[src/hdl/pqsa_pkg.sv]
// Package: widths, operation and status codes, and request/result types for the priority queue.
`timescale 1ns / 1ps

package pqsa_pkg;

  localparam int DEPTH  = 32;
  localparam int IDX_W  = $clog2(DEPTH);
  localparam int CNT_W  = 6;
  localparam int VAL_W  = 32;
  localparam int PRI_W  = 8;
  localparam int OP_W   = 3;
  localparam int ST_W   = 2;

  localparam logic [OP_W-1:0] OP_ADD          = 3'd0;
  localparam logic [OP_W-1:0] OP_POP_OLDEST   = 3'd1;
  localparam logic [OP_W-1:0] OP_ROTATE       = 3'd2;
  localparam logic [OP_W-1:0] OP_POP_PRIORITY = 3'd3;
  localparam logic [OP_W-1:0] OP_CLEAR        = 3'd4;

  localparam logic [ST_W-1:0] ST_DONE  = 2'd0;
  localparam logic [ST_W-1:0] ST_EMPTY = 2'd1;
  localparam logic [ST_W-1:0] ST_FULL  = 2'd2;

  typedef struct packed {
    logic [OP_W-1:0]         operation;
    logic signed [VAL_W-1:0] value_in;
    logic [PRI_W-1:0]        priority_in;
  } in_req_t;

  typedef struct packed {
    logic signed [VAL_W-1:0] value_out;
    logic [ST_W-1:0]         status;
    logic [CNT_W-1:0]        entry_count;
    logic                    is_empty;
    logic                    is_full;
  } out_rsp_t;

  typedef struct packed {
    logic signed [VAL_W-1:0] value;
    logic [PRI_W-1:0]        prio;
  } entry_t;

endpackage

[src/hdl/priority_queue_shift_array_core.sv]
// Top level: shifting-array priority queue with one entry memory and a small sequencer.
//
//   channel  | handshake           | payload
//   ---------+---------------------+---------------------------
//   request  | in_valid / in_stall | in_req  (pqsa_pkg::in_req_t)
//   result   | out_valid/ out_stall| out_rsp (pqsa_pkg::out_rsp_t)
//
// Add, clear, unknown ops and any op on an empty store go straight to the result state.
// Pop oldest, rotate and pop priority first search the store (only the first entry, or every
// entry for pop priority), then shift the later entries down; one read and one write per cycle.
// Synchronous active-low reset empties the store; memory contents are not cleared.
// A stalled result holds; the next request is taken meanwhile, its result waits behind it.
`timescale 1ns / 1ps

module priority_queue_shift_array_core (
  input  logic               clk,
  input  logic               rst_n,
  input  logic               in_valid,
  output logic               in_stall,
  input  pqsa_pkg::in_req_t  in_req,
  output logic               out_valid,
  input  logic               out_stall,
  output pqsa_pkg::out_rsp_t out_rsp
);

  localparam logic [1:0] S_IDLE  = 2'd0;
  localparam logic [1:0] S_SRCH  = 2'd1;
  localparam logic [1:0] S_SHIFT = 2'd2;
  localparam logic [1:0] S_RESP  = 2'd3;

  localparam int IW = pqsa_pkg::IDX_W;
  localparam int CW = pqsa_pkg::CNT_W;

  pqsa_pkg::entry_t mem [pqsa_pkg::DEPTH];

  logic [1:0]                       state_r, state_nxt;
  logic [pqsa_pkg::OP_W-1:0]        op_r, op_nxt;
  logic [CW-1:0]                    cnt_r, cnt_nxt;
  logic [CW-1:0]                    lim_r, lim_nxt;
  logic [CW-1:0]                    rd_ptr_r, rd_ptr_nxt;
  logic                             pend_r, pend_nxt;
  logic [IW-1:0]                    idx_r, idx_nxt;
  logic [IW-1:0]                    pos_r, pos_nxt;
  pqsa_pkg::entry_t                 best_r, best_nxt;
  logic signed [pqsa_pkg::VAL_W-1:0] res_val_r, res_val_nxt;
  logic [pqsa_pkg::ST_W-1:0]        res_st_r, res_st_nxt;
  logic                             out_valid_r, out_valid_nxt;
  pqsa_pkg::out_rsp_t               out_rsp_r, out_rsp_nxt;
  pqsa_pkg::entry_t                 rd_data_r;

  logic             we;
  logic [IW-1:0]    wr_addr;
  pqsa_pkg::entry_t wr_data;

  always_ff @(posedge clk) begin
    if (we) begin
      mem[wr_addr] <= wr_data;
    end
    rd_data_r <= mem[rd_ptr_r[IW-1:0]];
  end

  always_comb begin
    state_nxt     = state_r;
    op_nxt        = op_r;
    cnt_nxt       = cnt_r;
    lim_nxt       = lim_r;
    rd_ptr_nxt    = rd_ptr_r;
    pend_nxt      = pend_r;
    idx_nxt       = idx_r;
    pos_nxt       = pos_r;
    best_nxt      = best_r;
    res_val_nxt   = res_val_r;
    res_st_nxt    = res_st_r;
    out_valid_nxt = out_valid_r & out_stall;
    out_rsp_nxt   = out_rsp_r;
    we            = 1'b0;
    wr_addr       = '0;
    wr_data       = rd_data_r;

    unique case (state_r)
      S_IDLE: begin
        if (in_valid) begin
          op_nxt      = in_req.operation;
          res_val_nxt = '0;
          res_st_nxt  = pqsa_pkg::ST_DONE;
          rd_ptr_nxt  = '0;
          pend_nxt    = 1'b0;
          state_nxt   = S_RESP;
          unique case (in_req.operation) inside
            pqsa_pkg::OP_ADD: begin
              if (cnt_r == CW'(pqsa_pkg::DEPTH)) begin
                res_st_nxt = pqsa_pkg::ST_FULL;
              end else begin
                we      = 1'b1;
                wr_addr = cnt_r[IW-1:0];
                wr_data = '{value: in_req.value_in, prio: in_req.priority_in};
                cnt_nxt = cnt_r + CW'(1);
              end
            end
            pqsa_pkg::OP_POP_OLDEST, pqsa_pkg::OP_ROTATE, pqsa_pkg::OP_POP_PRIORITY: begin
              if (cnt_r == '0) begin
                res_st_nxt = pqsa_pkg::ST_EMPTY;
              end else begin
                lim_nxt   = (in_req.operation == pqsa_pkg::OP_POP_PRIORITY) ? cnt_r : CW'(1);
                state_nxt = S_SRCH;
              end
            end
            pqsa_pkg::OP_CLEAR: begin
              cnt_nxt = '0;
            end
            default: begin
            end
          endcase
        end
      end
      S_SRCH: begin
        if (pend_r && (idx_r == '0 || rd_data_r.prio > best_r.prio)) begin
          best_nxt = rd_data_r;
          pos_nxt  = idx_r;
        end
        if (rd_ptr_r < lim_r) begin
          pend_nxt   = 1'b1;
          idx_nxt    = rd_ptr_r[IW-1:0];
          rd_ptr_nxt = rd_ptr_r + CW'(1);
        end else begin
          pend_nxt = 1'b0;
          if (!pend_r) begin
            state_nxt   = S_SHIFT;
            rd_ptr_nxt  = CW'(pos_r) + CW'(1);
            res_val_nxt = (op_r == pqsa_pkg::OP_ROTATE) ? '0 : best_r.value;
          end
        end
      end
      S_SHIFT: begin
        if (pend_r) begin
          we      = 1'b1;
          wr_addr = idx_r - IW'(1);
          wr_data = rd_data_r;
        end
        if (rd_ptr_r < cnt_r) begin
          pend_nxt   = 1'b1;
          idx_nxt    = rd_ptr_r[IW-1:0];
          rd_ptr_nxt = rd_ptr_r + CW'(1);
        end else begin
          pend_nxt = 1'b0;
          if (!pend_r) begin
            if (op_r == pqsa_pkg::OP_ROTATE) begin
              we      = 1'b1;
              wr_addr = IW'(cnt_r - CW'(1));
              wr_data = best_r;
            end else begin
              cnt_nxt = cnt_r - CW'(1);
            end
            state_nxt = S_RESP;
          end
        end
      end
      S_RESP: begin
        if (!out_valid_r || !out_stall) begin
          out_valid_nxt           = 1'b1;
          out_rsp_nxt.value_out   = res_val_r;
          out_rsp_nxt.status      = res_st_r;
          out_rsp_nxt.entry_count = cnt_r;
          out_rsp_nxt.is_empty    = (cnt_r == '0);
          out_rsp_nxt.is_full     = (cnt_r == CW'(pqsa_pkg::DEPTH));
          state_nxt               = S_IDLE;
        end
      end
      default: begin
        state_nxt = S_IDLE;
      end
    endcase
  end

  always_ff @(posedge clk) begin
    if (!rst_n) begin
      state_r     <= S_IDLE;
      cnt_r       <= '0;
      pend_r      <= 1'b0;
      out_valid_r <= 1'b0;
    end else begin
      state_r     <= state_nxt;
      cnt_r       <= cnt_nxt;
      pend_r      <= pend_nxt;
      out_valid_r <= out_valid_nxt;
    end
  end

  always_ff @(posedge clk) begin
    op_r      <= op_nxt;
    lim_r     <= lim_nxt;
    rd_ptr_r  <= rd_ptr_nxt;
    idx_r     <= idx_nxt;
    pos_r     <= pos_nxt;
    best_r    <= best_nxt;
    res_val_r <= res_val_nxt;
    res_st_r  <= res_st_nxt;
    out_rsp_r <= out_rsp_nxt;
  end

  assign in_stall  = (state_r != S_IDLE);
  assign out_valid = out_valid_r;
  assign out_rsp   = out_rsp_r;

endmodule

[config.mk]
export PLATFORM = sky130hd
export DESIGN_NAME = priority_queue_shift_array_core
export DESIGN_NICKNAME = d
export VERILOG_FILES = /design/src/hdl/pqsa_pkg.sv /design/src/hdl/priority_queue_shift_array_core.sv
export SDC_FILE = /design/constraint.sdc
export NUM_CORES = 1
export LEC_CHECK = 0
export BUFFER_PORTS_ARGS = -buffer_cell sky130_fd_sc_hd__buf_2
export CORE_UTILIZATION = 62
export DETAILED_ROUTE_END_ITERATION = 6
export PLACE_DENSITY_LB_ADDON = 0.1
export SKIP_LAST_GASP = 1
export SLEW_MARGIN = 20
export SYNTH_ARGS = -nofsm -noshare
export SYNTH_HDL_FRONTEND = slang
export SYNTH_SLANG_ARGS = --single-unit
[constraint.sdc]
create_clock -name clk -period 8.4 [get_ports clk]
set_input_delay 0.84 -clock clk [delete_from_list [all_inputs] [get_ports clk]]
set_output_delay 0.84 -clock clk [all_outputs]
set_load 0.01 [all_outputs]
; Word-level counts from Yosys, hierarchy flattened
; Memory sizes are Yosys's and may differ from the RTL's. A register that Yosys moved wholly into a read port is not among the register bits.
; Index checks and enable logic that the tools add are counted.
; Widths: inputs -> output; s select.
[totals]
inputBits = 47
ram_bits = 1280
out_inout_bits = 44
mem_count = 1
register_bits = 151
elab_cells = 138
[op_classes]
order_cmp = 3
eq_ne = 21
n_addsub = 5
bitwise_logic = 2
muxes = 63
n_reduce_logical = 25
[mem_list]
columns = memory, words, word_bits, rd, rd_ports_with_merged_regs, wr, line
row1 = mem, 32, 40, 1, 1, 1, priority_queue_shift_array_core.sv:34  ; pqsa_pkg::entry_t mem [pqsa_pkg::DEPTH];
[ops]
columns = cell, n
row1 = $mux 40, 6
row2 = $mux 32, 4
row3 = $pmux 40 s2, 1
row4 = $pmux 32 s2, 1
row5 = $mux 6, 9
row6 = $mux 5, 9
row7 = $pmux 6 s2, 2
row8 = $pmux 5 s2, 2
row9 = $mux 2, 9
row10 = $ne 2x2->1 const B, 9
row11 = $pmux 6 s3, 1
row12 = $mux 1, 15
row13 = $add 6x1->6 const B, 2
row14 = $lt 6x6->1, 2
row15 = $reduce_and 4->1, 3
row16 = $eq 3x2->1 const B, 3
row17 = $ne 3x3->1 const B, 3
row18 = $gt 8x8->1, 1
row19 = $pmux 2 s4, 1
row20 = $reduce_and 2->1, 4
row21 = $reduce_bool 2->1, 4
row22 = $reduce_and 7->1, 1
row23 = $add 5x1->6 const B, 1
row24 = $eq 6x6->1 const B, 1
row25 = other kinds (22), 25

; Logic depth before layout (Yosys ltp)
[depth]
depth_word = 7
depth_mapped = 10
depth_no_buf = 8

; Worst setup path after synthesis
; Ideal clock, no wire load.
[synth_timing]
kind = register to register
startpoint = register cnt_r[3]
endpoint = memory mem[14][0] (netlist bit) (enable)
setup_slack_ps = 1782
required_time_ps = 7863
setup_ps = 537
period_less_slack_ps = 6618
t_arrival_ps = 6081
n_path_buf = 2
path_stages_with_launch = 10
cell_sequence = dfxtp_1 clkbuf_1 inv_1 ha_1 nand4_1 o221a_2 o31ai_1 or3b_1 clkbuf_1 nor4_1
[synth_between]
elab_chain_cells = 7
elab_cells_between_ends = 17
cone_classes = add/sub (1) / order compare (1) / eq/ne (1) / mux (14)
[synth_rtl]
columns = item, line
row1 = "start, declared", priority_queue_shift_array_core.sv:38  ; logic [CW-1:0] cnt_r, cnt_nxt;
row2 = "start signal, assigned", priority_queue_shift_array_core.sv:183  ; cnt_r <= cnt_nxt;
row3 = "parallel branches: the longest is 7 deep, another holds $sub 6x1->6", n/a
row4 = "end, declared", priority_queue_shift_array_core.sv:34
; Several ways; the timed one is not identified.

; Worst setup path in the final report
[layout_timing]
startpoint = register cnt_r[3]
endpoint = memory mem[23][28] (netlist bit) (enable)
; Same word-level chain as after synthesis.

==> impl_metrics.env <==
export IMPL_ys_types=64
export IMPL_cts_sinks=1471
export IMPL_rrSetupSlack_ns=3.36
export IMPL_setup_viol=0
export IMPL_num_rows=110
export IMPL_status="complete, no violations"
export IMPL_synthCells=2465
export IMPL_cts_tree="yes"
export IMPL_final_layout_size_suffix_gt1_frac=0.312
export IMPL_route_detailed_drc=0
export IMPL_max_cap_violations=0
export IMPL_grt_max_degree=161
export IMPL_synth_top_area_cell="edfxtp_1"
export IMPL_crit_arrival_ns=5.39
export IMPL_numCtsBuffers=144
export IMPL_cts_htree_levels=4
export IMPL_max_freq_ghz=0.198
export IMPL_gr_usage_all_layers=0.301
export IMPL_post_cts_resized=0
export IMPL_synth_nets=2541
export IMPL_register_area_sq_um=43700
export IMPL_r2r_cells=8
export IMPL_fin_skew_ns=0.0240
export IMPL_fill_cells=5333
export IMPL_postCtsSetupRepairBufs=0
export IMPL_cp_cell_sequence="inv_1, ha_1, nand4_1, o221ai_1, nand3_1, a221o_2, nor3_4, buf_4"
export IMPL_syn_to_final_growth_pct=12.1
export IMPL_power_total_mw=21.9
export IMPL_die_h_microns=304
export IMPL_drt_pass1_iter_count=5
export IMPL_die_x_microns=304
export IMPL_n_antenna_cell=0
export IMPL_synth_area_sq_um=56600
export IMPL_path_max_fanout=33
export IMPL_first_global_vias=27300
export IMPL_rsz0062_at_grt="no"
export IMPL_ys_async_sr_fraction=0
export IMPL_drt_iter0_drc=4030
export IMPL_irDropWorstVdd_mv=0.254
export IMPL_hold_end="op_r[1]$_DFFE_PP_"
export IMPL_antenna_found_initial=2
export IMPL_synth_area_top_cells="edfxtp_1 75%, mux4_2 16%, dfxtp_1 1.8%"
export IMPL_viasPerCell=6.85
export IMPL_start_util=0.627
export IMPL_slew_viol_final=0
export IMPL_grt_pass1_wl_microns=193000
export IMPL_reg2reg_to="mem[23][28]$_DFFE_PP_"
export IMPL_final_cell_mix="1421 x edfxtp_1, 400 x mux4_2, 149 x clkbuf_16"
export IMPL_endpoint_kind="flop"
export IMPL_final_min_clock_period_ns=5.04
export IMPL_dpl_hpwl_microns=66500
export IMPL_vias=27000
export IMPL_path_clk_slew_ns=0.06
export IMPL_gp_congestion=0.887
export IMPL_wl_per_cell_microns=34.3
export IMPL_ys_warnings_count=0
export IMPL_die_area_sq_um=92500
export IMPL_crit_buf_inv=2
export IMPL_slowest_stage="buf_4"
export IMPL_hold_viol_final=0
export IMPL_worst_ep_required_time_ns=8.74
export IMPL_finalCritPeriodShare=0.600
export IMPL_hold_path_class="in2reg"
export IMPL_setup_tns_final_ns=0
export IMPL_synth_top_cell_area_share=0.754
export IMPL_ant_nets=0
export IMPL_p_per_area_nw_per_um2=346
export IMPL_synth_ff_type="edfxtp_1"
export IMPL_wl_microns=135000
export IMPL_met1_length_microns=51500
export IMPL_nets=2731
export IMPL_post_place_cells=3685
export IMPL_core_area_sq_um=90300
export IMPL_dr_wl_met3_microns=14000
export IMPL_num_io_pins=91
export IMPL_crit_reg2reg_launch="cnt_r[3]$_SDFFE_PN0P_"
export IMPL_fin_cells=3949
export IMPL_port_buffers=90
export IMPL_worstMarginPinSlew_ns=1.15
export IMPL_path_class="reg2reg"
export IMPL_path_depth=8
export IMPL_hold_depth=1
export IMPL_wl_met2_microns=66400
export IMPL_min_delay_start="in_req[41]"
export IMPL_clk_latency_ns=0.74
export IMPL_final_common_cell="edfxtp_1"
export IMPL_clk_path_buf_depth=3
export IMPL_critPathLaunchType="flop"
export IMPL_clock_root_buffer="clkbuf_16"
export IMPL_critPathTopFamily="compound AO/OA/AOI/OAI gates"
export IMPL_grt_overflow_total=0
export IMPL_yosysSeqAreaShare=0.771
export IMPL_slowest_delay_ns=0.83
export IMPL_slew_headroom=0.231
export IMPL_syn_area_per_cell_sq_um=23.0
export IMPL_multiInputGateArea_sq_um=12500
export IMPL_synth_seq_cells=1471
export IMPL_topRoutingLayerUsed="met4"
export IMPL_cts_hold_buf=0
export IMPL_cellLeakagePower_nw=20.1
export IMPL_synth_edff_count=1421
==> registers in the layout, summed over array words and instances, names as in the netlist <==
signal	flops
pos_r	5
best_r	40
idx_r	5
lim_r	6
out_valid	1
pend_r	1
op_r	3
mem	1280
state_r	2
rd_ptr_r	6
out_rsp	42
res_val_r	32
res_st_r	2
cnt_r	6
rd_data_r	40
==> layout make-up <==
type                    instances  area share
flip-flops and latches       1471       0.688
well taps                    1176      0.0232
repair buffers                170      0.0175
clock inverters                61     0.00849
inverters                      30     0.00177
clock buffers                 203      0.0638
multi-input cells             838       0.197
==> per-layer routing <==
layer | track usage | vias to the layer above
met2 | 0.479 | 1546
met4 | 0.0909 | 0
li1 | - | 10900
met3 | 0.0666 | 234
met1 | 0.425 | 14400
met5 | 0 | -
==> worst max path at each step <==
stage,start,end,slack [ns]
2_1_floorplan,cnt_r[3]$_SDFFE_PN0P_,mem[14][0]$_DFFE_PP_,1.78
3_3_place_gp,in_req[41],mem[14][31]$_DFFE_PP_,3.47
3_5_place_dp,in_req[41],mem[10][31]$_DFFE_PP_,3.34
4_1_cts,state_r[0]$_SDFFE_PN0P_,mem[20][33]$_DFFE_PP_,3.42
5_1_grt,cnt_r[3]$_SDFFE_PN0P_,mem[23][28]$_DFFE_PP_,3.18
6_report,cnt_r[3]$_SDFFE_PN0P_,mem[23][28]$_DFFE_PP_,3.36
==> logic make-up (layout without fill, tap and decap cells) <==
family | Yosys count | in the layout | synth area share
multiplexers | 457 | 457 | 0.170
buffers and inverters | 156 | 464 | 0.0118
AND/OR/NAND/NOR | 207 | 207 | 0.0202
flip-flops | 1471 | 1471 | 0.771
XOR/XNOR | 12 | 12 | 0.00186
adder cells (fa/ha/maj) | 29 | 29 | 0.00641
AO/OA/AOI/OAI | 133 | 133 | 0.0184
==> stage by stage <==
step	utilization	hold slack (ns)	setup slack, ns	cell area, sq um
3_3_place_gp	0.652	0.400	3.47	58900
2_1_floorplan	-	0.400	1.78	56600
6_report	0.703	0.376	3.36	63500
5_1_grt	0.703	0.360	3.18	63500
4_1_cts	0.703	0.323	3.42	63500
3_5_place_dp	0.652	0.405	3.34	58900
==> cells in the mapped netlist (all sizes together), types with 2 or more instances <==
cell type	n
a211o	2
a21boi	2
a21o	7
a21oi	21
a221o	32
a22o	2
a22oi	13
a31oi	2
and2	63
and3	5
buf	52
clkbuf	74
clkinv	2
dfxtp	50
edfxtp	1421
ha	29
inv	28
mux2	40
mux2i	17
mux4	400
nand2	35
nand2b	6
nand3	10
nand4	8
nor2	32
nor2b	4
nor3	31
nor3b	3
nor4	4
o211ai	4
o21ai	23
o21bai	2
o221a	3
o221ai	2
o22ai	3
o2bb2ai	2
o31ai	3
or3b	2
or4	2
xor2	11
==> power breakdown <==
group / switching, mW / internal (mW) / total, mW / leakage (nW)
logic: 3.31 / 2.33 / 5.64 / 4.61
clock network: 2.62 / 3.64 / 6.26 / 2.25
registers: 0.213 / 9.83 / 10.0 / 13.3
Power figures use the tool's default switching activity.
